==> src/hw/rtl/crt_pkg.sv <==
// ---------------------------------------------------------------------------
// crt_pkg
// shared constants, register indexes and sequencer states for the residue
// reconstruction block
// ---------------------------------------------------------------------------
`default_nettype none

package crt_pkg;

    // fixed by the residue and result fields
    localparam int NUM_MODULI     = 5;
    localparam int MODULUS_BITS   = 7;
    localparam int VALUE_BITS     = 35;
    localparam int COUNT_BITS     = 3;
    localparam int CFG_INDEX_BITS = $clog2(NUM_MODULI + 1);

    // register stages inside one lane
    localparam int LANE_STAGES = 5;

    // register indexes
    localparam int CFG_COUNT     = 0;
    localparam int CFG_MODULUS_0 = 1;

    localparam int COUNT_RESET = 5;

    typedef enum logic [2:0] {
        PC_PROD,
        PC_QMOD,
        PC_INV,
        PC_RECIP,
        PC_STORE,
        PC_DONE
    } t_pc_state;

    function automatic int reset_modulus(input int idx);
        int val;
        case (idx)
            0:       val = 2;
            1:       val = 3;
            2:       val = 5;
            3:       val = 7;
            4:       val = 11;
            default: val = 1;
        endcase
        return val;
    endfunction

endpackage

`default_nettype wire

==> src/hw/rtl/crt_precompute.sv <==
// ---------------------------------------------------------------------------
// crt_precompute
// sequencer that derives per-modulus cofactors, inverses and reciprocals, and the full product
// ---------------------------------------------------------------------------
`default_nettype none

module crt_precompute #(
    parameter int MB = crt_pkg::MODULUS_BITS,
    parameter int PW = crt_pkg::NUM_MODULI * crt_pkg::MODULUS_BITS
) (
    input  wire logic                  i_clk,
    input  wire logic                  i_rst_n,
    input  wire logic                  i_start,
    input  wire logic [MB-1:0]         i_modulus [crt_pkg::NUM_MODULI],
    input  wire logic [$clog2(crt_pkg::NUM_MODULI+1)-1:0] i_count,
    output logic                       o_busy,
    output logic [MB-1:0]              o_coef     [crt_pkg::NUM_MODULI],
    output logic [2*MB:0]              o_recip    [crt_pkg::NUM_MODULI],
    output logic [PW-1:0]              o_cofactor [crt_pkg::NUM_MODULI],
    output logic [PW-1:0]              o_product
);

    localparam int NM      = crt_pkg::NUM_MODULI;
    localparam int K       = 2 * MB;
    localparam int IW      = $clog2(NM + 1);
    localparam int JW      = (NM > 1) ? $clog2(NM) : 1;
    localparam int BIT_MAX = ((PW - 1) > K) ? (PW - 1) : K;
    localparam int CW      = $clog2(BIT_MAX + 1);

    crt_pkg::t_pc_state r_state, n_state;

    logic [IW-1:0] r_i,   n_i;
    logic [JW-1:0] r_j,   n_j;
    logic [PW-1:0] r_acc, n_acc;
    logic [PW-1:0] r_sh,  n_sh;
    logic [CW-1:0] r_bit, n_bit;
    logic [MB:0]   r_rem, n_rem;
    logic [K:0]    r_quo, n_quo;
    logic [MB-1:0] r_a,   n_a;
    logic [MB-1:0] r_t,   n_t;
    logic [MB-1:0] r_k,   n_k;
    logic [MB-1:0] r_inv, n_inv;

    logic [MB-1:0] w_mi;
    logic [MB-1:0] w_mj;
    logic          w_use_j;
    logic [MB:0]   w_shift;
    logic [MB:0]   w_red;
    logic          w_qbit;
    logic [MB:0]   w_sum;
    logic [MB-1:0] w_tn;
    logic          w_inv_done;

    assign w_mi    = (r_i < IW'(NM)) ? i_modulus[r_i[JW-1:0]] : MB'(1);
    assign w_mj    = i_modulus[r_j];
    assign w_use_j = (IW'(r_j) < i_count) && (IW'(r_j) != r_i);

    // one bit of restoring division per cycle
    assign w_shift = (r_state == crt_pkg::PC_QMOD)
                   ? {r_rem[MB-1:0], r_sh[PW-1]}
                   : {r_rem[MB-1:0], (r_bit == CW'(K))};
    assign w_qbit  = (w_shift >= {1'b0, w_mi});
    assign w_red   = w_qbit ? (w_shift - {1'b0, w_mi}) : w_shift;

    // running multiple of the cofactor residue for the inverse search
    assign w_sum      = {1'b0, r_t} + {1'b0, r_a};
    assign w_tn       = (w_sum >= {1'b0, w_mi}) ? MB'(w_sum - {1'b0, w_mi})
                                                 : w_sum[MB-1:0];
    assign w_inv_done = (w_mi <= MB'(1)) || (r_k == MB'(w_mi - MB'(1)));

    // next state
    always_comb begin
        n_state = r_state;
        unique case (r_state)
            crt_pkg::PC_PROD: begin
                if (r_j == JW'(NM - 1)) begin
                    n_state = (r_i == IW'(NM)) ? crt_pkg::PC_STORE : crt_pkg::PC_QMOD;
                end
            end
            crt_pkg::PC_QMOD: begin
                if (r_bit == '0) begin
                    n_state = crt_pkg::PC_INV;
                end
            end
            crt_pkg::PC_INV: begin
                if (w_inv_done) begin
                    n_state = crt_pkg::PC_RECIP;
                end
            end
            crt_pkg::PC_RECIP: begin
                if (r_bit == '0) begin
                    n_state = crt_pkg::PC_STORE;
                end
            end
            crt_pkg::PC_STORE: begin
                n_state = (r_i == IW'(NM)) ? crt_pkg::PC_DONE : crt_pkg::PC_PROD;
            end
            crt_pkg::PC_DONE: begin
                n_state = crt_pkg::PC_DONE;
            end
            default: begin
                n_state = crt_pkg::PC_DONE;
            end
        endcase
        if (i_start) begin
            n_state = crt_pkg::PC_PROD;
        end
    end

    // datapath
    always_comb begin
        n_i   = r_i;
        n_j   = r_j;
        n_acc = r_acc;
        n_sh  = r_sh;
        n_bit = r_bit;
        n_rem = r_rem;
        n_quo = r_quo;
        n_a   = r_a;
        n_t   = r_t;
        n_k   = r_k;
        n_inv = r_inv;
        unique case (r_state)
            crt_pkg::PC_PROD: begin
                if (w_use_j) begin
                    n_acc = r_acc * PW'(w_mj);
                end
                n_j   = r_j + JW'(1);
                n_sh  = n_acc;
                n_bit = CW'(PW - 1);
                n_rem = '0;
            end
            crt_pkg::PC_QMOD: begin
                n_sh  = {r_sh[PW-2:0], 1'b0};
                n_rem = w_red;
                n_bit = r_bit - CW'(1);
                n_a   = w_red[MB-1:0];
                n_t   = '0;
                n_k   = MB'(1);
                n_inv = '0;
            end
            crt_pkg::PC_INV: begin
                n_t = w_tn;
                n_k = r_k + MB'(1);
                if ((w_mi > MB'(1)) && (w_tn == MB'(1))) begin
                    n_inv = r_k;
                end
                n_bit = CW'(K);
                n_rem = '0;
                n_quo = '0;
            end
            crt_pkg::PC_RECIP: begin
                n_rem = w_red;
                n_quo = {r_quo[K-1:0], w_qbit};
                n_bit = r_bit - CW'(1);
            end
            crt_pkg::PC_STORE: begin
                n_i   = r_i + IW'(1);
                n_j   = '0;
                n_acc = PW'(1);
            end
            crt_pkg::PC_DONE: begin
                n_i = r_i;
            end
            default: begin
                n_i = r_i;
            end
        endcase
        if (i_start) begin
            n_i   = '0;
            n_j   = '0;
            n_acc = PW'(1);
        end
    end

    always_ff @(posedge i_clk) begin
        if (!i_rst_n) begin
            r_state <= crt_pkg::PC_PROD;
            r_i     <= '0;
            r_j     <= '0;
            r_acc   <= PW'(1);
        end else begin
            r_state <= n_state;
            r_i     <= n_i;
            r_j     <= n_j;
            r_acc   <= n_acc;
        end
    end

    always_ff @(posedge i_clk) begin
        r_sh  <= n_sh;
        r_bit <= n_bit;
        r_rem <= n_rem;
        r_quo <= n_quo;
        r_a   <= n_a;
        r_t   <= n_t;
        r_k   <= n_k;
        r_inv <= n_inv;
    end

    // results; lanes beyond the count in use get zero inverse and cofactor
    always_ff @(posedge i_clk) begin
        if (r_state == crt_pkg::PC_STORE) begin
            if (r_i == IW'(NM)) begin
                o_product <= r_acc;
            end else begin
                o_coef[r_i[JW-1:0]]     <= (r_i < i_count) ? r_inv : '0;
                o_cofactor[r_i[JW-1:0]] <= (r_i < i_count) ? r_acc : '0;
                o_recip[r_i[JW-1:0]]    <= r_quo;
            end
        end
    end

    assign o_busy = (r_state != crt_pkg::PC_DONE);

endmodule

`default_nettype wire

==> config.mk <==
export PLATFORM = sky130hd
export DESIGN_NAME = crt_precompute
export DESIGN_NICKNAME = d
export VERILOG_FILES = /design/src/hw/rtl/crt_pkg.sv /design/src/hw/rtl/crt_precompute.sv
export SDC_FILE = /design/constraint.sdc
export NUM_CORES = 1
export LEC_CHECK = 0
export ABC_AREA = 1
export ABC_CLOCK_PERIOD_IN_PS = 5000
export BUFFER_PORTS_ARGS = -buffer_cell sky130_fd_sc_hd__buf_2
export CAP_MARGIN = 25
export CELL_PAD_IN_SITES_DETAIL_PLACEMENT = 0
export CELL_PAD_IN_SITES_GLOBAL_PLACEMENT = 1
export CORE_MARGIN = 5
export CORE_UTILIZATION = 41
export CTS_CLUSTER_DIAMETER = 30
export DETAILED_ROUTE_END_ITERATION = 8
export HOLD_SLACK_MARGIN = 0.1
export PLACE_DENSITY_LB_ADDON = 0.1
export RECOVER_POWER = 100
export SLEW_MARGIN = 10
export SYNTH_ARGS = -nofsm -noshare
export SYNTH_HDL_FRONTEND = slang
export SYNTH_SLANG_ARGS = --single-unit
==> constraint.sdc <==
create_clock -name i_clk -period 5 [get_ports i_clk]
set_input_delay 0.25 -clock i_clk [delete_from_list [all_inputs] [get_ports i_clk]]
set_output_delay 0.25 -clock i_clk [all_outputs]
set_load 0.01 [all_outputs]
==> Yosys cells after proc, flatten, opt, wreduce, memory -nomap -nowiden <==
Index checks and enable logic that the tools add are counted.
{ "word_totals": {"out_inout_bits": 321, "input_bits": 41, "regBits": 455} }
{ "op_classes": {"n_bitwise": 4, "reduce_logical": 19, "n_eq_ne": 16, "magnitude_cmp": 10, "n_mul": 1, "muxes": 39, "add_sub_neg": 8} }
{ "op_table": {"columns": ["cell", "n"], "rows": [
  ["bitwise mux 175 bit", 1],
  ["one-hot mux 35 bit (2 select lines)", 2],
  ["demux 35 bit (select 3 bit)", 1],
  ["two-way mux 35 bit", 3],
  ["bitwise mux 75 bit", 1],
  ["two-way mux 7 bit", 10],
  ["one-hot mux 7 bit (2 select lines)", 4],
  ["demux 15 bit (select 3 bit)", 1],
  ["binary-select mux 7 bit (select 3 bit)", 2],
  ["bitwise mux 35 bit", 1],
  ["multiplier 35 x 7 -> 35 bit", 1],
  ["one-hot mux 15 bit (2 select lines)", 1],
  ["demux 7 bit (select 3 bit)", 1],
  ["two-way mux 3 bit", 6],
  ["one-hot mux 6 bit (3 select lines)", 1],
  [">= comparator 8 x 7 -> 1 bit", 2],
  ["two-way mux 15 bit", 1],
  ["one-hot mux 3 bit (5 select lines)", 1],
  ["subtractor 7 bit", 2],
  ["nonzero test 2 bit", 5],
  ["equality test 3 bit (second input constant)", 3],
  ["adder 7 x 7 -> 8 bit", 1],
  [">= comparator 4 bit (second input constant)", 2],
  ["inequality test 2 bit (second input constant)", 4],
  ["29 further kinds", 40]
]} }

==> Depth between registers and ports, before layout <==
Gate-level depths: netlist of the first run.
{ "depth": {"depth_word": 11, "mapped_depth": 34} }

==> Worst setup path before layout of the first run <==
No wires, ideal clock.
{ "synth_path": {"kind": "flip-flop to flip-flop", "from": "reg r_state[0]", "to": "reg o_coef[21] (netlist name), enable pin", "setup_slack_ps": -420, "setup_ps": 542, "arrival_time_ps": 4877, "stages_incl_launch_ff": 6, "synth_period_minus_slack_ps": 5420, "required_time_ps": 4458, "path_buffers": 0, "path_cell_list": "dfxtp_1 nor2_1 inv_1 nor2_1 nand2_1 nor3_1"} }
{ "synth_between": {"elab_chain_len": 2} }
{ "synth_lines": {"columns": ["item", "line", "rtl"], "rows": [
  ["from (decl)", "crt_precompute.sv:30", "crt_pkg::t_pc_state r_state, n_state;"],
  ["from (signal assigned)", "crt_precompute.sv:178", "r_state <= crt_pkg::PC_PROD;"],
  ["from (signal assigned)", "crt_precompute.sv:183", "r_state <= n_state;"],
  ["equality test 3 bit", "crt_precompute.sv:203", "if (r_state == crt_pkg::PC_STORE) begin"],
  ["AND reduction 2 bit (no line)", null, null],
  ["to (signal, indexed assignment)", "crt_precompute.sv:207", "o_coef[r_i[JW-1:0]] <= (r_i < i_count) ? r_inv : '0;"],
  ["to (decl)", "crt_precompute.sv:17", "output logic [MB-1:0] o_coef [crt_pkg::NUM_MODULI],"]
]} }
Every way passes these cells.
A chain may end at the register's enable or synchronous reset.

==> Final worst setup path of the first run <==
{ "layout_path": {"from": "reg r_j[1]", "to": "reg r_acc[29]"} }
{ "layout_between": {"elab_chain_len": 7} }
{ "layout_lines": {"columns": ["item", "line", "rtl"], "rows": [
  ["from (decl)", "crt_precompute.sv:33", "logic [JW-1:0] r_j, n_j;"],
  ["from (signal assigned)", "crt_precompute.sv:185", "r_j <= n_j;"],
  ["NOT 3 -> 4 bit (implied by the code)", "crt_precompute.sv:55", "assign w_mj = i_modulus[r_j];"],
  ["binary-select mux 7 bit (select 3 bit)", "crt_precompute.sv:55", null],
  ["two-way mux 7 bit (implied by the code) (2 in series)", "crt_precompute.sv:55", null],
  ["multiplier 35 x 7 -> 35 bit", "crt_precompute.sv:126", "n_acc = r_acc * PW'(w_mj);"],
  ["two-way mux 35 bit *", "crt_precompute.sv:125", "if (w_use_j) begin"],
  ["one-hot mux 35 bit (2 select lines) *", "crt_precompute.sv:123", "unique case (r_state)"],
  ["to (signal assigned)", "crt_precompute.sv:186", "r_acc <= n_acc;"],
  ["to (decl)", "crt_precompute.sv:34", "logic [PW-1:0] r_acc, n_acc;"]
]} }
Every way passes the cells marked *; elsewhere a longest branch is shown, timed or not. The select of a mux whose other input is x is not followed.

==> run metrics, run 1 <==
area delta synth->final 41.2%; critical path class reg2reg; data arrival time of the critical path approximately 6 ns; CP delay by family, top adder cells; Clk pin slew, worst setup/hold paths around 0.040 ns; clock latency on the worst-skew pair 0.63 ns; outcome finished with violations; RePlAce Congestion ~0.90; crit path launch r_j[1]; Die Area between 60000 and 70000 um2; Synth Area per Inst about 11 um2; initial antenna violation count 0; post-detailed-placement half-perimeter wirelength ~58 mm; Final ANT Viol Nets 0; Leak between 0.01 and 0.015 uW; dominant cell by count in the synthesized netlist edfxtp_1; final std cells w/o fill 3883; number of global-route vias before repair roughly 20000; Inst Count DP 3638; Final Hold Slack approximately 0.13 ns; worst hold path class in2reg; Yosys warnings 0; Avg Vias per Cell roughly 4.9; Max-slew headroom -68.3%; layout net count 3296; core box area about 60000 um2; Max Slew Vio Count 87; Layout Utilization a little under 60%; DRC viols 0; post-synth cell types 52; total CTS buffers 91; first-pass GRT wire length 119 mm; CTS tree yes; syn_nets about 2600; RR Startpoint r_j[1]; H-tree levels 3; Setup-failing EPs final 48; Cells after Synth approximately 2300; die height between 200 and 300 um; First-pass DRT Iterations 5; GRT overflow 0; cts hold-fix bufs 0; fin crit period about 5.3 ns; Max Buffers Root-to-Sink 3; Post-synth EDFFs roughly 400; global-route usage over all layers roughly 24%; pre-CTS setup slack -0.847 ns; sequential-to-total area share from yosys stat a little over half; CP max FO 7; Post-synth ARST share 0%; max_cap viols 5; layout cell share with drive strength beyond 1 ~28%; Area contributors post-synth edfxtp_1 51%, fa_1 12%, nand2_1 5.8%; Worst Tran Pin Value between 2 and 3 ns; Starting Density about 41%; top post-synthesis cells by count 411 x edfxtp_1, 375 x nand2_1, 356 x nor2_1; Power Density ~350 nW/um2; Setup crit end kind register; flops & latches, synth between 400 and 500; pin count of the biggest net entering global routing 56; WP buf/inv 9; final worst slack -0.342 ns; largest area contributor in the netlist edfxtp_1; achievable clock frequency ~0.19 GHz; hold_sp i_start; share of the synthesized area in the top cell type 50.8%; Slowest-stage cell, CP fa_1; Die X ~250 um; Startpoint Class register; Worst VDD drop roughly 0.24 mV; Port Buf Inserts roughly 360; # IOs 362; number of core rows 89; CP max stage delay around 0.5 ns; Iteration-0 DRC Markers 1168; Layout Skew around 0.035 ns; top_reg_cell synth edfxtp_1; Critical Path RT between 5 and 6 ns; wire length per cell after detailed routing 20.6 um; RSZ-0062 raised after global routing true; fill count about 5200; routed vias just under 20000; Hold Vio Cnt, Final 0; clock sink total ~460; Mapped Area 24300 um2; final WL 79.8 mm; Final period util 107%; failing checks capacitance limit, slew limit, setup timing; CTS root buf clkbuf_16
-- routing by layer --
metal  track usage (%)  wire length, um  vias up  part of all wire [%]
met4              7.36             2120        0                   2.7
met3              5.05             6060      109                   7.6
met1              34.0            35300     9389                    44
met2              38.6            36300      676                    45
met5                 0                0        -                     0
li1                  -                -     9033                     -
-- logic make-up (layout without fill, tap and decap cells) --
kind of cell,count (synthesis),after routing,share of synthesized area [%]
compound gates,251,251,5.87
xor+xnor,45,45,1.62
fa+ha+maj,225,225,16.2
buf+inv,422,1235,6.76
flops,455,455,54.4
other cells,0,1,0
simple gates,898,898,15.1
-- repair_timing --
action	in CTS	in global routing
gates resized for setup	310	146
endpoints found under the setup margin	54	56
cloned	7	1
pin swaps	140	83
setup buffers	37	29
-- registers in the layout, summed over array words and instances (netlist names) --
name        cells
r_t             7
r_i             3
r_state         3
o_cofactor    175
o_product      35
r_k             7
r_a             7
o_coef         35
o_recip        75
r_j             3
r_bit           6
r_quo          15
r_sh           35
r_inv           7
r_rem           7
r_acc          35
-- path summary, 6_finish.rpt --
path,end,cells past startpoint,slack (ns)
worst max-delay path,r_acc[29],26,-0.34
worst min-delay path,r_acc[32],4,0.13
worst min register to register,r_sh[29],2,0.52
worst max register to register,r_acc[29],26,-0.34
-- where the power goes --
group	switching (uW)	internal, uW	leakage (uW)
clock	2100	3950	0.00150
sequential	29.6	4190	0.00429
combinational	913	675	0.00808
total	3040	8820	0.0139
-- metrics by stage --
step / total power (uW) / area [um2] / setup TNS, ns
after floorplan: 5000 / 24700 / -47.83
after global placement: 5480 / 29300 / -23.00
after detailed placement: 5490 / 29300 / -24.54
after CTS: 11800 / 34100 / -10.24
after global routing: 12300 / 34300 / -24.57
final: 11900 / 34300 / -9.99
-- cell usage in the layout, fill, tap and decap left out, drive strengths merged --
cell type | netlist | layout
clkbuf | 43 | 455
nand3 | 103 | 103
fa | 150 | 150
a2bb2oi | 1 | 1
nand2 | 385 | 385
o21ai | 103 | 103
clkinv | 10 | 51
xnor2 | 18 | 18
diode | 0 | 1
o31ai | 1 | 1
clkinvlp | 0 | 9
o21a | 8 | 8
or2 | 9 | 9
o41ai | 1 | 1
a21boi | 2 | 2
bufinv | 0 | 10
o21bai | 3 | 3
nor4 | 7 | 7
a21o | 2 | 2
a21oi | 89 | 89
inv | 353 | 372
o22ai | 16 | 16
o211ai | 6 | 6
buf | 16 | 338
nand4 | 7 | 7
dfxtp | 44 | 44
ha | 75 | 75
nand3b | 6 | 6
edfxtp | 411 | 411
nor3 | 16 | 16
a211oi | 10 | 10
and2 | 1 | 1
nor2 | 364 | 364
a2111o | 1 | 1
xor2 | 27 | 27
a31oi | 8 | 8
-- layout make-up --
type                            count  area, um2  share of cell area (%)
Inverter                          363       1430                    4.18
Clock buffer                      101       2350                    6.84
Clock inverter                     71        791                    2.30
Tap cell                          773        967                    2.82
Timing Repair inverter              8        119                   0.346
Sequential cell                   455      13200                    38.5
Timing Repair Buffer              692       4180                    12.2
Antenna cell                        1       2.50                 0.00729
Multi-Input combinational cell   1419      11300                    32.8
-- worst reg2reg max path: stages, from the launching register on --
cell	delay [ns]
dfxtp_2	0.33
buf_6	0.14
nor2_4	0.17
buf_6	0.13
nand3_4	0.10
nand2_8	0.12
buf_12	0.12
clkinv_4	0.11
nor2_2	0.12
fa_1	0.46
fa_2	0.49
fa_1	0.50
inv_1	0.05
fa_1	0.49
inv_2	0.05
ha_4	0.31
nand2_2	0.10
buf_4	0.16
o21a_4	0.22
nand2_4	0.10
buf_4	0.11
nand4_1	0.19
a21oi_1	0.18
nand3b_1	0.18
buf_4	0.14
nand3_2	0.07
a21oi_2	0.13
No activity file was read; power rests on OpenSTA's default activity.
==> inputs of run 2 (changes only) <==
--- a/config.mk
+++ b/config.mk
@@ -6,13 +6,13 @@
 export NUM_CORES = 1
 export LEC_CHECK = 0
 export ABC_AREA = 1
-export ABC_CLOCK_PERIOD_IN_PS = 5000
+export ABC_CLOCK_PERIOD_IN_PS = 5550
 export BUFFER_PORTS_ARGS = -buffer_cell sky130_fd_sc_hd__buf_2
 export CAP_MARGIN = 25
 export CELL_PAD_IN_SITES_DETAIL_PLACEMENT = 0
 export CELL_PAD_IN_SITES_GLOBAL_PLACEMENT = 1
 export CORE_MARGIN = 5
-export CORE_UTILIZATION = 41
+export CORE_UTILIZATION = 45
 export CTS_CLUSTER_DIAMETER = 30
 export DETAILED_ROUTE_END_ITERATION = 8
 export HOLD_SLACK_MARGIN = 0.1
==> constraint.sdc (replaced) <==
create_clock -name i_clk -period 5.55 [get_ports i_clk]
set_input_delay 0.2775 -clock i_clk [delete_from_list [all_inputs] [get_ports i_clk]]
set_output_delay 0.2775 -clock i_clk [all_outputs]
set_load 0.01 [all_outputs]
==> run 2 against run 1 <==
- count of clock-buffer cells in the layout fell by 2
- the flow now finishes without violations
- sequential cell count did not move
- routed wire length fell by 1.7%
- cell count fell by 6.6%
- sequential share of layout area rose by 2.3 points
==> run metrics, run 2 (same netlist as run 1, synthesis figures left out) <==
data arrival time of the critical path 5.80 ns (-0.08 ns); Setup crit end kind register; hold depth 4 (unchanged); Sequential Area 13200 um2 (about the same); post-detailed-placement half-perimeter wirelength 56.3 mm (-3.4%); Worst Reg-to-Reg Cells 24 (-7.7%); CP max stage delay 0.54 ns (+0.04 ns); critical path class reg2reg; multi-input logic area 10700 um2 (-4.7%); metal2 WL 35.6 mm (-1.8%); pin count of the biggest net entering global routing 63 (+13%); fill count 4585 (-12%); most frequent cells in the layout 411 x edfxtp_1, 342 x nand2_1, 336 x inv_1, 336 x clkbuf_1, 266 x nor2_1; Layout Skew 0.0380 ns (+0.00313 ns); global-route usage over all layers 25.2% (+0.91 points); # IOs 362 (unchanged); routed vias 18800 (-2.3%); CTS tree yes; Clk pin slew, worst setup/hold paths 0.05 ns (about the same); layout cell share with drive strength beyond 1 21.9% (-6.3 points); achievable clock frequency 0.183 GHz (-2.2%); Hold Vio Cnt, Final 0 (unchanged); Slowest-stage cell, CP fa_1; Die Area 58800 um2 (-8.5%); GRT overflow 0 (unchanged); RR Startpoint r_j[1]; Avg Vias per Cell 5.18 (+4.7%); Largest register FFs 175 (unchanged); core box area 53700 um2 (-8.8%); Worst Tran Pin Value 1.46 ns (-1.05 ns); max_cap viols 0 (-5); RSZ-0062 raised after global routing true; clock latency on the worst-skew pair 0.63 ns (about the same); Layout Utilization 60.2% (+2.0 points); first-pass GRT wire length 114 mm (-4.0%); r2r endpoint r_sh[29]; Top Metal Used met4; hold_sp i_start; Final ANT Viol Nets 0 (unchanged); Power Total 10500 uW (-11%); number of global-route vias before repair 18700 (-4.9%); layout net count 3121 (-5.3%); area delta synth->final 33.1%; met3 routed WL 5.70 mm (-6.1%); cts hold-fix bufs 0 (unchanged); Die X 242 um (-4.4%); R2R setup slack 0.09 ns (+0.43 ns); Power Density 325 nW/um2 (-6.0%); Critical Path RT 5.89 ns (+0.36 ns); Final period util 98.4% (-8.5 points); outcome complete, no violations; number of core rows 85 (-4.5%); First-pass DRT Iterations 5 (unchanged); fin crit period 5.46 ns (+0.118 ns); die height 242 um (-4.4%); commonest non-fill, non-tap cell in the layout edfxtp_1; Setup-failing EPs final 0 (-100%); Max Slew Vio Count 0 (-100%); Iteration-0 DRC Markers 1203 (+3.0%); wire length per cell after detailed routing 21.6 um (+5.3%); worst hold path class in2reg; Worst VDD drop 0.279 mV (+16%); RePlAce Congestion 0.888 (-1.2%); CP most frequent cell fa_1; Hold Crit Endpoint r_acc[31]; Leak 0.0130 uW (-5.9%); CP max FO 8 (+1); CP delay by family, top adder cells; initial antenna violation count 2 (+2); CP Cell Sequence buf_6, nor2_4, buf_12, nand3_2, nand2_4, inv_6, buf_12, nor2_1, fa_1, fa_1, fa_1, inv_1, fa_1, inv_1, ha_2, a21oi_4, nor2_1, nor2_2, o21ai_0, a211oi_2, a21oi_1, nand3b_1, nand3_1, nand2_1; DRC viols 0 (unchanged); H-tree levels 3 (unchanged); M1 WL 35.5 mm (+0.45%); final WL 78.5 mm (-1.7%); Startpoint Class register; Starting Density 45.3% (+4.0 points); Max Buffers Root-to-Sink 3 (unchanged); Max-slew headroom 2.37% (+71 points); CTS root buf clkbuf_16; Port Buf Inserts 361 (unchanged); clock sink total 455 (unchanged); WP buf/inv 6 (-3); total CTS buffers 88 (-3.3%)
==> run 2: changes by cell type in the layout (fill, tap and decap cells not counted), sizes merged, moves of 3 or more <==
cell | before | now
inv | 372 | 365
buf | 338 | 194
clkbuf | 455 | 432
bufinv | 10 | 15
clkinvlp | 9 | 12
clkinv | 51 | 36
==> run 2: stage by stage <==
step | std cells | hold WS [ns] | instance area, um2 | setup WS [ns] | setup TNS, ns
global route | 3626 | 0.135 | 32400 | -0.136 | -1.99
global placement | 3436 | 0.458 | 27900 | -0.322 | -2.17
CTS | 3603 | 0.102 | 31400 | -0.0209 | -0.0209
floorplan | 2296 | 0.403 | 24300 | 0.130 | 0
finish | 3626 | 0.130 | 32400 | 0.0897 | 0
detailed placement | 3437 | 0.459 | 28000 | -0.314 | -3.26
==> run 2: timing repair <==
item | 4_1_cts | 5_1_grt
setup endpoints to repair | 39 | 54
cloned | 1 | 9
pin swaps | 18 | 125
gates resized for setup | 51 | 290
buffers inserted | 2 | 12
==> run 2: per-layer routing <==
layer / GRT usage (%) / up-vias
li1: - / 8666
met2: 39.3 / 727
met1: 37.0 / 9272
met4: 6.38 / 0
met3: 4.67 / 106
met5: 0 / -
==> run 2: worst max path at each step <==
stage,start,end,slack (ns),cells past startpoint
finish,r_j[1],r_sh[29],0.09,24
global route,r_j[0],r_acc[26],-0.14,30
CTS,r_j[0],r_sh[26],-0.02,30
detailed placement,r_j[1],r_sh[26],-0.31,26
global placement,r_j[1],r_sh[26],-0.32,26
floorplan,r_state[0],o_coef[21],0.13,5
==> run 2: tightest hold or removal path, delay by kind of cell <==
kind	cells	cell delay [ns]
compound gates	1	0.11
buf+inv	2	0.25
simple gates	1	0.03
==> run 2: area by class of cell <==
type,instances,share of cell area (%)
sequential,455,40.9
antenna,2,0.0155
clock inverter,64,2.70
inverter,363,4.34
multi-input combinational,1419,33.2
timing repair inverter,1,0.0193
tap,696,2.69
clock buffer,99,6.97
timing repair buffer,527,9.22
==> run 2: report_power, final <==
| group | switching (uW) | leakage, uW | internal, uW |
|---|---|---|---|
| logic | 731 | 0.00726 | 481 |
| registers | 32.0 | 0.00428 | 3780 |
| clock network | 1830 | 0.00149 | 3660 |
| total | 2590 | 0.0130 | 7920 |
==> inputs of run 3 (changes only) <==
--- a/config.mk
+++ b/config.mk
@@ -16,7 +16,7 @@
 export CTS_CLUSTER_DIAMETER = 30
 export DETAILED_ROUTE_END_ITERATION = 8
 export HOLD_SLACK_MARGIN = 0.1
-export PLACE_DENSITY_LB_ADDON = 0.1
+export PLACE_DENSITY = 0.77
 export RECOVER_POWER = 100
 export SLEW_MARGIN = 10
 export SYNTH_ARGS = -nofsm -noshare
==> run 3 against run 2 <==
- the run now ends with capacitance limit, slew limit left
- sequential power barely moved
- first-iteration DRC count rose by 6.1%
- sequential share of layout area rose by 0.62 points
- core utilization shrank 0.91 points
==> run metrics, run 3 (same netlist as run 1, synthesis figures left out) <==
routed vias 19000 (+1.1%); Final Instance Area 31900 um2 (-1.5%); DRC viols 0 (unchanged); wire length per cell after detailed routing 20.9 um (-3.5%); Worst VDD drop 0.266 mV (-4.5%); Max Buffers Root-to-Sink 3 (unchanged); GRT overflow 0 (unchanged); area delta synth->final 31.1%; most frequent cells in the layout 411 x edfxtp_1, 356 x nand2_1, 335 x clkbuf_1; final std cells w/o fill 3633 (+0.19%); RSZ-0062 raised after global routing true; Final ANT Viol Nets 0 (unchanged); CP most frequent cell nand2_1; Die Area 58800 um2 (unchanged); first-pass GRT wire length 112 mm (-1.8%); CP max FO 8 (unchanged); Power Density 318 nW/um2 (-2.2%); Layout Skew 0.0283 ns (-0.00979 ns); final WL 75.9 mm (-3.3%); Slowest-stage cell, CP fa_1; outcome finished with violations; failing checks capacitance limit, slew limit; CTS tree yes; Die X 242 um (unchanged); initial antenna violation count 0 (-2); multi-input logic area 10400 um2 (-2.7%); RR Startpoint r_j[0]; First-pass DRT Iterations 7 (+2); critical path class reg2reg; commonest non-fill, non-tap cell in the layout edfxtp_1; Final period util 99.4% (+0.97 points); # IOs 362 (unchanged); hold_sp i_rst_n; Setup crit end kind register; H-tree levels 3 (unchanged); DP Area 28000 um2 (+0.26%); total CTS buffers 81 (-8.0%); WP buf/inv 8 (+2); max_cap viols 2 (+2); core box area 53700 um2 (unchanged); pin count of the biggest net entering global routing 63 (unchanged); Inst Count DP 3451 (+0.41%); achievable clock frequency 0.181 GHz (-0.98%); number of core rows 85 (unchanged); global-route usage over all layers 24.5% (-0.70 points); Leak 0.0129 uW (-1.1%); fin crit period 5.51 ns (+0.0540 ns); data arrival time of the critical path 5.84 ns (+0.04 ns); clock sink total 455 (unchanged); worst hold path class in2reg; post-detailed-placement half-perimeter wirelength 54.8 mm (-2.5%); fill count 4577 (-0.17%); Avg Vias per Cell 5.23 (+0.93%); number of global-route vias before repair 19100 (+2.1%); layout cell share with drive strength beyond 1 20.3% (-1.6 points); Sequential Area 13200 um2 (about the same); clock latency on the worst-skew pair 0.62 ns (about the same); crit path launch r_j[0]; Critical Path RT 5.88 ns (about the same); die height 242 um (unchanged); Starting Density 45.3% (unchanged); Hold Vio Cnt, Final 0 (unchanged); RePlAce Congestion 0.922 (+3.8%); Max-slew headroom -25.9% (-28 points); Largest register FFs 175 (unchanged); Iteration-0 DRC Markers 1276 (+6.1%); Worst Tran Pin Value 1.89 ns (+0.423 ns); Max Slew Vio Count 67 (+67); Setup-failing EPs final 0 (unchanged); CP max stage delay 0.57 ns (+0.03 ns); n_diodes 0 (-2); setup TNS 0 ns (unchanged); CTS root buf clkbuf_16; Clk pin slew, worst setup/hold paths 0.05 ns (about the same); layout net count 3135 (+0.45%); CP delay by family, top adder cells; Port Buf Inserts 361 (unchanged); Startpoint Class register
run 3: cell count changes in the layout (fill, tap and decap cells not counted), moves of 6 or more:
cell,previous run,this run
clkbuf_16,95,83
nor2_1,266,287
clkinv_4,5,12
nand3_1,79,87
clkinv_2,16,7
nand2_2,29,21
nand2_1,342,356
nor2_2,74,57
nand3_2,21,15
buf_4,130,153
run 3: layout make-up:
type                            instances  share of cell area (%)
Timing Repair inverter                  2                  0.0471
Inverter                              363                    4.37
Tap cell                              696                    2.73
Clock buffer                           88                    6.44
Timing Repair Buffer                  547                    9.47
Multi-Input combinational cell       1419                    32.8
Clock inverter                         63                    2.67
Sequential cell                       455                    41.5
run 3: worst paths after layout:
path / depth (start not counted) / to / slack (ns)
setup / recovery: 32 / r_sh[26] / 0.04
hold / removal: 5 / r_acc[31] / 0.18
setup reg to reg: 32 / r_sh[26] / 0.04
hold reg to reg: 0 / o_product[21] / 0.49
run 3: per-stage QoR:
step | hold slack (ns) | util [%] | power (uW) | setup slack [ns]
6_report | 0.179 | 59.3 | 10100 | 0.0357
4_1_cts | 0.153 | 57.9 | 10000 | -0.0292
2_1_floorplan | 0.403 | - | 4450 | 0.130
3_5_place_dp | 0.485 | 52.2 | 4850 | -0.333
5_1_grt | 0.196 | 59.3 | 10500 | -0.205
3_3_place_gp | 0.474 | 52.2 | 4840 | -0.214
run 3: worst min-delay path, cell delays in order:
cell    delay (ns)
buf_2         0.10
inv_1         0.04
nor2_1        0.03
buf_4         0.18
o21a_1        0.11
run 3: where the power goes:
group | switching, uW | internal (uW) | leakage (uW)
Clock | 1830 | 3310 | 0.00138
Combinational | 708 | 468 | 0.00723
Sequential | 32.4 | 3780 | 0.00428
run 3: per-layer routing:
layer	vias to the layer above	wire [um]	track usage (%)
met3	145	6380	5.35
met1	9268	33300	34.9
met5	-	0	0
li1	8689	-	-
met4	0	2020	7.87
met2	881	34200	38.0
run 3: repair_timing:
| item | 4_1_cts | 5_1_grt |
|---|---|---|
| cloned | 0 | 4 |
| hold buffers | 1 | 0 |
| buffers inserted | 2 | 24 |
| pin swaps | 5 | 65 |
| endpoints found under the hold margin | 1 | 0 |
| endpoints found under the setup margin | 40 | 51 |
| resized for setup | 28 | 240 |
